==> config.mk <==
export PLATFORM = sky130hd
export DESIGN_NAME = atl_prep
export DESIGN_NICKNAME = d
export VERILOG_FILES = /design/src/hdl/atl_pkg.sv /design/src/hdl/atl_prep.sv
export SDC_FILE = /design/constraint.sdc
export NUM_CORES = 2
export LEC_CHECK = 0
export ABC_AREA = 1
export BUFFER_PORTS_ARGS = -buffer_cell sky130_fd_sc_hd__buf_2
export CAP_MARGIN = 20
export CORE_MARGIN = 5
export CORE_UTILIZATION = 45
export CTS_BUF_LIST = sky130_fd_sc_hd__clkbuf_4
export DETAILED_ROUTE_END_ITERATION = 7
export GPL_ROUTABILITY_DRIVEN = 1
export PLACE_DENSITY_LB_ADDON = 0.08
export SETUP_SLACK_MARGIN = 0.02
export SLEW_MARGIN = 20
export SYNTH_ARGS = -nofsm -noshare
export SYNTH_HDL_FRONTEND = slang
export SYNTH_SLANG_ARGS = --single-unit
==> constraint.sdc <==
create_clock -name i_clk -period 19.2 [get_ports i_clk]
set_input_delay 3.84 -clock i_clk [delete_from_list [all_inputs] [get_ports i_clk]]
set_output_delay 3.84 -clock i_clk [all_outputs]
set_load 0.05 [all_outputs]
==> src/hdl/atl_pkg.sv <==
// Shared types, widths and constants of the accelerometer tilt-angle core.
// Holds the CORDIC arctangent table, built at elaboration. No dependencies.
package atl_pkg;

    localparam int SAMPLE_BITS     = 16;
    localparam int ANGLE_FRAC_BITS = 8;
    localparam int TILT_BITS       = ANGLE_FRAC_BITS + 8;
    localparam int CORDIC_STEPS    = 40;
    localparam int VEC_FRAC        = 30;
    localparam int LANES           = 3;

    // Lane order matches the result word: tilt_x, tilt_y, tilt_z.
    localparam int LANE_X = 0;
    localparam int LANE_Y = 1;
    localparam int LANE_Z = 2;

    // Vector datapath: sample magnitude in Q30 grows by at most the
    // CORDIC gain twice, plus sign.
    localparam int VEC_W   = SAMPLE_BITS + VEC_FRAC + 4;
    localparam int GAIN_W  = 31;
    localparam int KMAG_W  = SAMPLE_BITS + GAIN_W;
    localparam int ANG_W   = 63;
    localparam int Q30_W   = 31;
    localparam int DEGR_W  = 30;
    localparam int DEG_FRAC = 24;
    localparam int DEG_W   = Q30_W + DEGR_W;
    localparam int DEG_SHIFT = VEC_FRAC + DEG_FRAC - ANGLE_FRAC_BITS;

    // Edges from the accepting edge to the edge that takes the result.
    localparam int LATENCY = 1 + 2 * CORDIC_STEPS + 3;

    localparam logic [GAIN_W-1:0] GAIN_Q30        = 31'd1768195363;
    localparam logic [DEGR_W-1:0] DEG_PER_RAD_Q24 = 30'd961263669;
    localparam logic [63:0]       QUARTER_PI_Q60  = 64'h0C90FDAA22168C23;

    localparam logic signed [TILT_BITS-1:0] RIGHT_ANGLE =
        TILT_BITS'(90 << ANGLE_FRAC_BITS);

    // Special-case codes carried with each lane.
    localparam logic [1:0] SPEC_NONE  = 2'd0;
    localparam logic [1:0] SPEC_ZERO  = 2'd1;
    localparam logic [1:0] SPEC_RIGHT = 2'd2;
    localparam logic [1:0] SPEC_UNDEF = 2'd3;

    typedef logic signed [VEC_W-1:0]     t_vec;
    typedef logic signed [ANG_W-1:0]     t_ang;
    typedef logic signed [TILT_BITS-1:0] t_tilt;

    typedef struct packed {
        logic signed [SAMPLE_BITS-1:0] accel_x;
        logic signed [SAMPLE_BITS-1:0] accel_y;
        logic signed [SAMPLE_BITS-1:0] accel_z;
    } t_sample;

    typedef struct packed {
        logic signed [TILT_BITS-1:0] tilt_x;
        logic signed [TILT_BITS-1:0] tilt_y;
        logic signed [TILT_BITS-1:0] tilt_z;
        logic [LANES-1:0]            undefined_mask;
    } t_result;

    typedef struct packed {
        logic       neg;
        logic [1:0] spec;
    } t_ctl;

    typedef struct packed {
        t_ctl              ctl;
        logic [KMAG_W-1:0] kmag;
    } t_tag;

    typedef logic [CORDIC_STEPS-1:0][ANG_W-1:0] t_atan_tab;

    // Restoring division of 2^sh by d, elaboration only.
    function automatic logic [63:0] pow2_div(input int sh, input logic [63:0] d);
        logic [64:0] rem;
        logic [63:0] quo;
        logic [63:0] num;
        num = 64'd1 << sh;
        rem = '0;
        quo = '0;
        for (int b = 63; b >= 0; b--) begin
            rem = {rem[63:0], num[b]};
            if (rem >= {1'b0, d}) begin
                rem    = rem - {1'b0, d};
                quo[b] = 1'b1;
            end
        end
        return quo;
    endfunction

    // atan(2^-i) in Q60 from the truncated series, term by term.
    function automatic t_atan_tab build_atan_tab();
        t_atan_tab         tab;
        logic signed [63:0] sum;
        logic [63:0]        term;
        int                 e;
        tab    = '0;
        tab[0] = ANG_W'(QUARTER_PI_Q60);
        for (int i = 1; i < CORDIC_STEPS; i++) begin
            sum = '0;
            for (int k = 0; i * (2 * k + 1) <= 60; k++) begin
                e    = i * (2 * k + 1);
                term = pow2_div(60 - e, 64'(2 * k + 1));
                if (k[0]) begin
                    sum = sum - $signed(term);
                end else begin
                    sum = sum + $signed(term);
                end
            end
            tab[i] = ANG_W'(sum);
        end
        return tab;
    endfunction

    localparam t_atan_tab ATAN_TAB = build_atan_tab();

endpackage

==> src/hdl/atl_prep.sv <==
// Input stage: magnitudes, Q30 vectors, gain-scaled lone axes and special cases.
// Depends on atl_pkg.
module atl_prep (
    input  logic             i_clk,
    input  logic             i_rst_n,
    input  logic             i_valid,
    input  atl_pkg::t_sample i_sample,
    output logic             o_valid,
    output atl_pkg::t_vec    o_x   [atl_pkg::LANES],
    output atl_pkg::t_vec    o_y   [atl_pkg::LANES],
    output atl_pkg::t_tag    o_tag [atl_pkg::LANES]
);
    import atl_pkg::*;

    typedef logic [SAMPLE_BITS-1:0] t_mag;

    function automatic t_mag abs_mag(input logic signed [SAMPLE_BITS-1:0] v);
        return v[SAMPLE_BITS-1] ? t_mag'(~v) + t_mag'(1) : t_mag'(v);
    endfunction

    function automatic t_vec to_vec(input t_mag m);
        return VEC_W'({m, {VEC_FRAC{1'b0}}});
    endfunction

    function automatic logic [KMAG_W-1:0] k_scale(input t_mag m);
        return KMAG_W'(m) * KMAG_W'(GAIN_Q30);
    endfunction

    // atan(a / |p,q|)
    function automatic t_ctl side_ctl(input logic a_neg, input logic a_zero,
                                      input logic pq_zero);
        t_ctl c;
        c.neg = a_neg;
        if (pq_zero) begin
            c.spec = a_zero ? SPEC_UNDEF : SPEC_RIGHT;
        end else if (a_zero) begin
            c.spec = SPEC_ZERO;
        end else begin
            c.spec = SPEC_NONE;
        end
        return c;
    endfunction

    // atan(|p,q| / c)
    function automatic t_ctl top_ctl(input logic c_neg, input logic c_zero,
                                     input logic num_zero);
        t_ctl c;
        c.neg = c_neg;
        if (c_zero) begin
            c.spec = num_zero ? SPEC_UNDEF : SPEC_RIGHT;
            c.neg  = 1'b0;
        end else if (num_zero) begin
            c.spec = SPEC_ZERO;
        end else begin
            c.spec = SPEC_NONE;
        end
        return c;
    endfunction

    t_mag mag_x, mag_y, mag_z;
    logic zero_x, zero_y, zero_z;

    logic r_valid;
    t_vec r_x   [LANES];
    t_vec r_y   [LANES];
    t_tag r_tag [LANES];
    t_vec n_x   [LANES];
    t_vec n_y   [LANES];
    t_tag n_tag [LANES];

    always_comb begin
        mag_x  = abs_mag(i_sample.accel_x);
        mag_y  = abs_mag(i_sample.accel_y);
        mag_z  = abs_mag(i_sample.accel_z);
        zero_x = (mag_x == '0);
        zero_y = (mag_y == '0);
        zero_z = (mag_z == '0);

        n_x[LANE_X]      = to_vec(mag_y);
        n_y[LANE_X]      = to_vec(mag_z);
        n_tag[LANE_X].kmag = k_scale(mag_x);
        n_tag[LANE_X].ctl  = side_ctl(i_sample.accel_x[SAMPLE_BITS-1], zero_x,
                                      zero_y && zero_z);

        n_x[LANE_Y]      = to_vec(mag_x);
        n_y[LANE_Y]      = to_vec(mag_z);
        n_tag[LANE_Y].kmag = k_scale(mag_y);
        n_tag[LANE_Y].ctl  = side_ctl(i_sample.accel_y[SAMPLE_BITS-1], zero_y,
                                      zero_x && zero_z);

        n_x[LANE_Z]      = to_vec(mag_x);
        n_y[LANE_Z]      = to_vec(mag_y);
        n_tag[LANE_Z].kmag = k_scale(mag_z);
        n_tag[LANE_Z].ctl  = top_ctl(i_sample.accel_z[SAMPLE_BITS-1], zero_z,
                                     zero_x && zero_y);
    end

    always_ff @(posedge i_clk) begin
        if (!i_rst_n) begin
            r_valid <= 1'b0;
        end else begin
            r_valid <= i_valid;
        end
    end

    always_ff @(posedge i_clk) begin
        r_x   <= n_x;
        r_y   <= n_y;
        r_tag <= n_tag;
    end

    assign o_valid = r_valid;
    assign o_x     = r_x;
    assign o_y     = r_y;
    assign o_tag   = r_tag;

endmodule

==> impl_results.md <==
* Run status: complete, but fails checks
* Failing checks: DRC
* Mean Syn Cell Area at roughly 7.6 µm²
* Worst Path Max Fanout at 13
* Die height at 282.2 µm
* Cts hold-fix bufs at 0
* Total GRT Usage at 24.44%
* Post-synth cell types at 36
* Seq/Total Area, Yosys at around an eighth
* Startpoint types: input pin
* Site Rows at 99
* Yosys Warn Count at 0
* Fillers at 7629
* Avg Vias per Cell at roughly 4.6
* Share of layout cells above drive strength 1 at 10.67%
* Final net count at 5686
* Crit share post-route at 49.09%
* Worst hold path type: input pin to flop
* Core Region at 73210 µm²
* Unrepaired setup endpoints after global routing: false
* Max_cap viols at 0
* Mapped Cells at 4374
* DRT Wirelength at between 90000 and 100000 µm
* Max-slew violation count at 0
* Die ar. at 79630 µm²
* Iter 0 DRT Violations at 1380
* Top FF cell, synth: dfxtp_1
* Leading area contributor after synthesis: ha_1
* Final setup vio count at 0
* Detailed Routing Iterations Pass 1 at 8
* Worst Setup End Kind: flop
* Worst slew pin tran at 1.119 ns
* Final setup margin at approximately 9.8 ns
* Max Freq at 0.1061 GHz
* Setup CP Type: input pin to flop
* Clock-pin slew on the worst setup and hold paths at roughly 0.21 ns
* Post-synth EDFFs at 0
* Synth top area cells: ha_1 24%, fa_1 21%, inv_1 13%
* Number of CTS-inserted buffers at 17
* HPWL Detailed at 88190 µm
* RePlAce Congestion at 0.9722
* Layout area overhead at 5.900%
* Top cell type's share of synthesized area at 23.91%
* Most frequent CP cell: inv_1
* Final hold viol count at 0
* Synth async-reset ratio at 0%
* Slowest stage delay, CP at 0.87 ns
* Sinks on Clock Net at roughly 200
* Worst Hold Launch: i_valid
* Die X at 282.2 µm
* Setup bufs post-CTS at 0
* I/O pins at 502
* CTS tree: built
* First-pass GRT wire length at 149300 µm
* Via count of the first global-routing pass at 25970
* Total negative slack at 0 ns
* DR WL/cell at 17.39 µm
* Port bufs at 297
* Grt ovf at 0
* Critical path arrival at 10.15 ns
* Final ANT Viol Nets at 0
* #FFs+latches synth at 196
* Largest net degree at the start of global routing at 20
* Crit-path slowest cell: xor2_1
* Initial Utilization at 45.54%
* Remaining DRCs at 1
* Post-synthesis cell area at 33340 µm²
* Vias at between 20000 and 30000
* Dpl ws at 8.971 ns
* Rel. slew slack at around 25%
* Crit path required time at 19.93 ns
* Min cycle time layout at 9.425 ns
* Resize count post-CTS at 0
* CTS max path bufs at 2
* Area occupied by registers at slightly below 4000 µm²
* Initial antenna violation count at 1
* Hold Crit Depth at 3
* Clk Tree Root Cell: clkbuf_4
* Hold path endpoint: o_valid
* Area of the multi-input gates at 23790 µm²
* H-tree levels at 4
[layout make-up]
class	count	share of cell area, %
clock buffers	17	0.3615
inverters	1188	12.63
diodes	1	0.007088
clock inverters	15	0.4076
flip-flops and latches	196	11.11
repair buffers	320	4.699
multi-input cells	2933	67.38
well taps	959	3.399
[through the flow]
| step | utilization [%] | instance area, µm² | hold slack, ns | cells |
|---|---|---|---|---|
| after detailed placement | 47.85 | 35030 | 4.028 | 5596 |
| after CTS | 48.22 | 35300 | 3.073 | 5628 |
| after floorplan | - | 34100 | 3.868 | 4577 |
| after global placement | 47.84 | 35020 | 4.018 | 5596 |
| after global routing | 48.23 | 35300 | 3.122 | 5629 |
| final | 48.23 | 35300 | 3.200 | 5629 |
[cell families after synthesis]
family | after synthesis | share of synthesized area, %
flip-flops | 196 | 11.77
buffers and inverters | 1448 | 19.18
other | 1 | 0.01125
adder cells (fa/ha/maj) | 979 | 44.45
AND/OR/NAND/NOR | 1503 | 19.30
AO/OA/AOI/OAI | 127 | 2.094
XOR/XNOR | 120 | 3.198
[critical path, delay by kind of cell]
| family | cells | cell delay, ns |
|---|---|---|
| adder cells (fa/ha/maj) | 8 | 3.36 |
| AND/OR/NAND/NOR | 9 | 1.05 |
| buffers and inverters | 7 | 0.81 |
| XOR/XNOR | 2 | 1.09 |
[how the worst max path moves through the flow]
stage	start	end	slack, ns	cells past startpoint
global route	i_sample[0]	o_tag[40]	9.55	28
finish	i_sample[0]	o_tag[28]	9.78	26
CTS	i_sample[0]	o_tag[28]	9.90	26
detailed placement	i_sample[0]	o_tag[28]	8.97	26
floorplan	i_sample[32]	o_tag[133]	10.22	29
global placement	i_sample[0]	o_tag[28]	8.80	26
[cells in the mapped netlist (all sizes together), types with 18 or more instances]
master,instances
a21oi,81
nand3,138
inv,1188
o21bai,18
buf,257
dfxtp,196
ha,637
nor2,263
xor2,98
fa,342
xnor2,22
nand2,1040
[sequential cells by signal, summed over array words and instances, names as in the netlist]
name and cells:
o_tag 150, o_valid 1, o_x 15, o_y 30
[layout by cell type (no fill, tap or decap), types with 95 or more instances in the layout]
master,count
nor2_1,218
nand3_1,112
xor2_1,95
fa_1,342
dfxtp_1,196
ha_1,637
nand2_1,993
buf_2,297
conb_1,204
inv_1,1182
[metal layers]
metal | routed length [µm] | vias to the layer above | part of all wire, % | track usage (%)
met3 | 4383 | 71 | 4.5 | 3.054
met5 | 0 | - | 0 | 0
met1 | 44710 | 12150 | 46 | 33.66
li1 | - | 13100 | - | -
met4 | 1356 | 0 | 1.4 | 4.460
met2 | 47410 | 595 | 48 | 41.95
Power is not shown: default switching activity piles up to over one toggle a cycle in this logic, so the estimate is an artifact.
