==> config.mk <==
export PLATFORM = sky130hd
export DESIGN_NAME = atl_deg_conv
export DESIGN_NICKNAME = d
export VERILOG_FILES = /design/src/hdl/atl_pkg.sv /design/src/hdl/atl_deg_conv.sv
export SDC_FILE = /design/constraint.sdc
export NUM_CORES = 2
export LEC_CHECK = 0
export BUFFER_PORTS_ARGS = -buffer_cell sky130_fd_sc_hd__buf_4
export CORE_MARGIN = 2
export CORE_UTILIZATION = 25
export DETAILED_ROUTE_END_ITERATION = 8
export PLACE_DENSITY = 0.49
export SLEW_MARGIN = 5
export SYNTH_ARGS = -nofsm -noshare
export SYNTH_HDL_FRONTEND = slang
export SYNTH_SLANG_ARGS = --single-unit
==> constraint.sdc <==
create_clock -name i_clk -period 15.6 [get_ports i_clk]
set_clock_uncertainty 0.05 [all_clocks]
set_input_delay 3.9 -clock i_clk [delete_from_list [all_inputs] [get_ports i_clk]]
set_output_delay 3.9 -clock i_clk [all_outputs]
set_load 0.02 [all_outputs]
==> src/hdl/atl_pkg.sv <==
// Shared types, widths and constants of the accelerometer tilt-angle core.
// Holds the CORDIC arctangent table, built at elaboration. No dependencies.
package atl_pkg;

    localparam int SAMPLE_BITS     = 16;
    localparam int ANGLE_FRAC_BITS = 8;
    localparam int TILT_BITS       = ANGLE_FRAC_BITS + 8;
    localparam int CORDIC_STEPS    = 40;
    localparam int VEC_FRAC        = 30;
    localparam int LANES           = 3;

    // Lane order matches the result word: tilt_x, tilt_y, tilt_z.
    localparam int LANE_X = 0;
    localparam int LANE_Y = 1;
    localparam int LANE_Z = 2;

    // Vector datapath: sample magnitude in Q30 grows by at most the
    // CORDIC gain twice, plus sign.
    localparam int VEC_W   = SAMPLE_BITS + VEC_FRAC + 4;
    localparam int GAIN_W  = 31;
    localparam int KMAG_W  = SAMPLE_BITS + GAIN_W;
    localparam int ANG_W   = 63;
    localparam int Q30_W   = 31;
    localparam int DEGR_W  = 30;
    localparam int DEG_FRAC = 24;
    localparam int DEG_W   = Q30_W + DEGR_W;
    localparam int DEG_SHIFT = VEC_FRAC + DEG_FRAC - ANGLE_FRAC_BITS;

    // Edges from the accepting edge to the edge that takes the result.
    localparam int LATENCY = 1 + 2 * CORDIC_STEPS + 3;

    localparam logic [GAIN_W-1:0] GAIN_Q30        = 31'd1768195363;
    localparam logic [DEGR_W-1:0] DEG_PER_RAD_Q24 = 30'd961263669;
    localparam logic [63:0]       QUARTER_PI_Q60  = 64'h0C90FDAA22168C23;

    localparam logic signed [TILT_BITS-1:0] RIGHT_ANGLE =
        TILT_BITS'(90 << ANGLE_FRAC_BITS);

    // Special-case codes carried with each lane.
    localparam logic [1:0] SPEC_NONE  = 2'd0;
    localparam logic [1:0] SPEC_ZERO  = 2'd1;
    localparam logic [1:0] SPEC_RIGHT = 2'd2;
    localparam logic [1:0] SPEC_UNDEF = 2'd3;

    typedef logic signed [VEC_W-1:0]     t_vec;
    typedef logic signed [ANG_W-1:0]     t_ang;
    typedef logic signed [TILT_BITS-1:0] t_tilt;

    typedef struct packed {
        logic signed [SAMPLE_BITS-1:0] accel_x;
        logic signed [SAMPLE_BITS-1:0] accel_y;
        logic signed [SAMPLE_BITS-1:0] accel_z;
    } t_sample;

    typedef struct packed {
        logic signed [TILT_BITS-1:0] tilt_x;
        logic signed [TILT_BITS-1:0] tilt_y;
        logic signed [TILT_BITS-1:0] tilt_z;
        logic [LANES-1:0]            undefined_mask;
    } t_result;

    typedef struct packed {
        logic       neg;
        logic [1:0] spec;
    } t_ctl;

    typedef struct packed {
        t_ctl              ctl;
        logic [KMAG_W-1:0] kmag;
    } t_tag;

    typedef logic [CORDIC_STEPS-1:0][ANG_W-1:0] t_atan_tab;

    // Restoring division of 2^sh by d, elaboration only.
    function automatic logic [63:0] pow2_div(input int sh, input logic [63:0] d);
        logic [64:0] rem;
        logic [63:0] quo;
        logic [63:0] num;
        num = 64'd1 << sh;
        rem = '0;
        quo = '0;
        for (int b = 63; b >= 0; b--) begin
            rem = {rem[63:0], num[b]};
            if (rem >= {1'b0, d}) begin
                rem    = rem - {1'b0, d};
                quo[b] = 1'b1;
            end
        end
        return quo;
    endfunction

    // atan(2^-i) in Q60 from the truncated series, term by term.
    function automatic t_atan_tab build_atan_tab();
        t_atan_tab         tab;
        logic signed [63:0] sum;
        logic [63:0]        term;
        int                 e;
        tab    = '0;
        tab[0] = ANG_W'(QUARTER_PI_Q60);
        for (int i = 1; i < CORDIC_STEPS; i++) begin
            sum = '0;
            for (int k = 0; i * (2 * k + 1) <= 60; k++) begin
                e    = i * (2 * k + 1);
                term = pow2_div(60 - e, 64'(2 * k + 1));
                if (k[0]) begin
                    sum = sum - $signed(term);
                end else begin
                    sum = sum + $signed(term);
                end
            end
            tab[i] = ANG_W'(sum);
        end
        return tab;
    endfunction

    localparam t_atan_tab ATAN_TAB = build_atan_tab();

endpackage

==> src/hdl/atl_deg_conv.sv <==
// Radians to degrees in three stages: round to Q30, scale by 180/pi, round, cap, sign.
// Depends on atl_pkg.
module atl_deg_conv (
    input  logic                   i_clk,
    input  logic                   i_rst_n,
    input  logic                   i_valid,
    input  atl_pkg::t_ang          i_z   [atl_pkg::LANES],
    input  atl_pkg::t_ctl          i_ctl [atl_pkg::LANES],
    output logic                   o_valid,
    output atl_pkg::t_tilt         o_tilt [atl_pkg::LANES],
    output logic [atl_pkg::LANES-1:0] o_undef
);
    import atl_pkg::*;

    logic [2:0]         r_valid;
    logic [2:0]         n_valid;
    logic [Q30_W-1:0]   r_q30  [LANES];
    logic [DEG_W-1:0]   r_deg  [LANES];
    t_ctl               r_ctl1 [LANES];
    t_ctl               r_ctl2 [LANES];
    t_tilt              r_tilt [LANES];
    logic [LANES-1:0]   r_undef;

    for (genvar l = 0; l < LANES; l++) begin : g_lane
        logic [ANG_W-1:0]     rad_pos;
        logic [ANG_W-1:0]     rad_rnd;
        logic [Q30_W-1:0]     n_q30;
        logic [DEG_W-1:0]     n_deg;
        logic [DEG_W:0]       deg_rnd;
        logic [TILT_BITS-1:0] deg_r;
        logic [TILT_BITS-1:0] mag;
        t_tilt                n_tilt;
        logic                 n_undef;

        // Stage 1: drop negative angles, round half up to Q30 radians.
        always_comb begin
            rad_pos = i_z[l][ANG_W-1] ? '0 : ANG_W'(i_z[l]);
            rad_rnd = rad_pos + (ANG_W'(1) << (VEC_FRAC - 1));
            n_q30   = rad_rnd[VEC_FRAC +: Q30_W];
        end

        // Stage 2: scale by degrees per radian.
        assign n_deg = DEG_W'(r_q30[l]) * DEG_W'(DEG_PER_RAD_Q24);

        // Stage 3: round half up, cap at ninety, apply special cases and sign.
        always_comb begin
            deg_rnd = (DEG_W + 1)'(r_deg[l]) + ((DEG_W + 1)'(1) << (DEG_SHIFT - 1));
            deg_r   = deg_rnd[DEG_SHIFT +: TILT_BITS];
            case (r_ctl2[l].spec)
                SPEC_NONE: begin
                    mag = (deg_r > $unsigned(RIGHT_ANGLE)) ? $unsigned(RIGHT_ANGLE) : deg_r;
                end
                SPEC_RIGHT: begin
                    mag = $unsigned(RIGHT_ANGLE);
                end
                default: begin
                    mag = '0;
                end
            endcase
            n_tilt  = r_ctl2[l].neg ? t_tilt'(TILT_BITS'(0) - mag) : t_tilt'(mag);
            n_undef = (r_ctl2[l].spec == SPEC_UNDEF);
        end

        always_ff @(posedge i_clk) begin
            r_q30[l]   <= n_q30;
            r_ctl1[l]  <= i_ctl[l];
            r_deg[l]   <= n_deg;
            r_ctl2[l]  <= r_ctl1[l];
            r_tilt[l]  <= n_tilt;
            r_undef[l] <= n_undef;
        end

        assign o_tilt[l] = r_tilt[l];
    end

    assign n_valid = {r_valid[1:0], i_valid};

    always_ff @(posedge i_clk) begin
        if (!i_rst_n) begin
            r_valid <= '0;
        end else begin
            r_valid <= n_valid;
        end
    end

    assign o_valid = r_valid[2];
    assign o_undef = r_undef;

endmodule

==> impl_metrics.yaml <==
routing:
  wl_met2_um: 65900
  wl_um: 138000
  drt-pass1-iter-count: 5
  wl_met3_um: 5460
  routed.top_layer: "met5"
  ant_nets: 0
  vias_per_cell: 4.18
  dr_total_vias: 35800
  drc: 0
  avgRoutedWirePerCell_um: 16.1
  drt-met1-wl_um: 64100
  drt_iter0_drc: 1409
sta:
  slew_viol_final: 0
  setup-violations-final: 0
  slew_headroom_pct: 27.3
  final_hold_viol_count: 0
  fin_crit_ns: 8.57
  fin_hold_ws_ns: 0.277
  rsz0062_at_grt: "false"
  period_share_pct: 54.9
  setup_tns_ns: 0
  fin_ws_ns: 7.03
  worst_pin_slew_ns: 1.08
  clock.fmax_mhz: 117
logic_synthesis:
  synth_seq_cells: 213
  syn_nets: 7901
  synth_top_area_share_pct: 38.1
  synth_cell_types: 94
  synth_top_flop_cell: "dfxtp_1"
  synth_top_area_cell: "fa_1"
  netlist_instances: 5507
  synthArstFlopShare_pct: 0
  ys_warn_count: 0
  synth.avg_cell_area_um2: 9.86
  synth_enable_flop_cells: 0
  synthTopCellsByArea: "fa_1 (38%), ha_1 (27%), inv_1 (12%), dfxtp_1 (7.8%), xnor2_1 (1.8%)"
  seq_area_frac_synth_pct: 7.85
  synth_area_um2: 54300
layout:
  final_cell_mix: "inv_1 (1763), ha_1 (1158), fa_1 (1035), dfxtp_1 (213), buf_4 (185)"
  layout_commonest_cell: "inv_1"
  nFillCells: 22900
  syn_to_final_growth_pct: 10.6
  fin_cells: 8558
  nNetsFinal: 8075
  drive_gt1_share_pct: 4.82
floorplanning:
  rows: 171
  start_util_pct: 25.1
  die_x_um: 470
  dieArea_um2: 221000
  die-height_um: 470
  ios: 253
  core-area_um2: 217000
clock_tree:
  cts_setup_buffers: 0
  root_buffer: "clkbuf_16"
  postCtsHoldBufs: 0
  clkTransAtPathRegs_ns: 0.07
  post_cts_resized: 0
  cts_buffers: 28
  cts.path.max_buffers: 3
  tritoncts: "yes"
  htree_levels: 1
  cts_sinks: 213
  worstSkewPairLatency_ns: 0.68
worst_setup_path:
  r2r-start: "r_q30[0][13]"
  critPathCaptureType: "flop"
  rr_worst_depth: 23
  path_class: "reg2reg"
  setup.worst_path.start: "r_q30[0][13]"
  path_max_fanout: 8
  crit_end: "r_deg[0][57]"
  r2r_slack_ns: 7.03
  critPathLaunchType: "flop"
  crit_arrival_ns: 9.05
  worstPathRequired_ns: 16.08
  rr_endpoint: "r_deg[0][57]"
run:
  drv_cap: 0
global_routing:
  grt_pass1_vias: 39500
  grt_max_degree: 40
  grtUsageTotal_pct: 12.8
  antenna_found_initial: 2
  grt_overflow: 0
  grt_pass1_wl_um: 223000
status:
  outcome: "completed"
min_path:
  hold_class: "reg2reg"
place:
  numPortBuffers: 162
  dp.cells: 8505
  gp_congestion: 0.879
  post-place-ws_ns: 6.86
  dp_hpwl_um: 122000
-- critical path, stage by stage (launching register included) --
cell       delay (ns)
dfxtp_1          0.75
inv_1            0.35
fa_1             0.57
fa_1             0.53
fa_1             0.50
inv_1            0.06
fa_1             0.49
fa_1             0.57
fa_1             0.45
fa_1             0.50
inv_1            0.05
fa_1             0.50
inv_1            0.05
ha_1             0.28
and4_1           0.23
and4_1           0.39
o2111ai_1        0.21
a311oi_1         0.48
o311ai_1         0.31
a21oi_1          0.45
a31oi_1          0.19
o21bai_1         0.22
a21oi_1          0.11
xnor2_1          0.13
-- through the flow --
step | instance area, µm² | utilization (%)
floorplan | 54300 | -
finish | 60100 | 27.8
detailed placement | 59100 | 27.3
CTS | 60100 | 27.8
global route | 60100 | 27.8
global placement | 59100 | 27.3
-- kinds of logic (layout without fill, tap and decap cells) --
kind of cell | count (synthesis) | in the layout | synth area share, %
XOR/XNOR | 195 | 195 | 3.14
other | 0 | 1 | 0
adder cells (fa/ha/maj) | 2193 | 2193 | 64.8
AO/OA/AOI/OAI | 442 | 442 | 5.23
multiplexers | 5 | 5 | 0.0944
buffers and inverters | 1805 | 2001 | 12.5
flip-flops | 213 | 213 | 7.85
AND/OR/NAND/NOR | 654 | 654 | 6.36
-- cell usage after synthesis, drive strengths merged (4+ instances only) --
| cell | count |
|---|---|
| o2111ai | 5 |
| a41oi | 4 |
| nand3 | 79 |
| nor2b | 41 |
| a31o | 6 |
| or2 | 7 |
| a21oi | 144 |
| o211ai | 17 |
| and2 | 15 |
| a21o | 57 |
| and3 | 27 |
| clkbuf | 24 |
| nor3 | 32 |
| nand2 | 140 |
| buf | 17 |
| inv | 1764 |
| and4 | 16 |
| nor2 | 131 |
| nor4 | 14 |
| a311oi | 4 |
| xor2 | 84 |
| dfxtp | 213 |
| o21a | 8 |
| a211oi | 17 |
| o21bai | 10 |
| a31oi | 19 |
| nand2b | 29 |
| o22ai | 8 |
| ha | 1158 |
| or3b | 4 |
| a221o | 4 |
| xnor2 | 111 |
| nand4 | 58 |
| or3 | 34 |
| fa | 1035 |
| o21ai | 93 |
| nor3b | 15 |
| a21boi | 6 |
| mux2i | 4 |
-- cell type report --
type | count | area, µm² | share of cell area (%)
tap | 2854 | 3570 | 5.94
timing repair buffer | 185 | 1390 | 2.31
clock inverter | 15 | 200 | 0.333
inverter | 1764 | 6620 | 11.0
clock buffer | 37 | 774 | 1.29
sequential | 213 | 4260 | 7.10
antenna | 1 | 2.50 | 0.00416
multi-input combinational | 3489 | 43300 | 72.0
-- registers in the layout, summed over array words and instances, names as in the netlist --
register and flops:
r_valid 3, r_ctl1 9, r_ctl2 9, r_tilt 48
r_q30 93, o_undef 3, r_deg 48
-- how the worst min path moves through the flow --
stage                             from           end  slack, ns  depth (start not counted)
after detailed placement  r_ctl1[0][3]  r_ctl2[0][3]       0.26                          0
after floorplan           r_ctl1[0][0]  r_ctl2[0][0]       0.26                          0
after global routing      r_ctl1[0][3]  r_ctl2[0][3]       0.28                          0
after CTS                 r_ctl1[0][3]  r_ctl2[0][3]       0.28                          0
after global placement    r_ctl1[0][1]  r_ctl2[0][1]       0.26                          0
final                     r_ctl1[0][1]  r_ctl2[0][1]       0.28                          0
-- routing by layer --
layer | track usage, % | vias to the layer above
li1 | - | 17400
met1 | 17.3 | 17900
met2 | 21.8 | 480
met3 | 1.96 | 96
met4 | 2.09 | 2
met5 | 0 | -
Power is left out: the tool's default activity adds up to more than one toggle a clock period on the data nets, which glitch-free logic cannot reach.
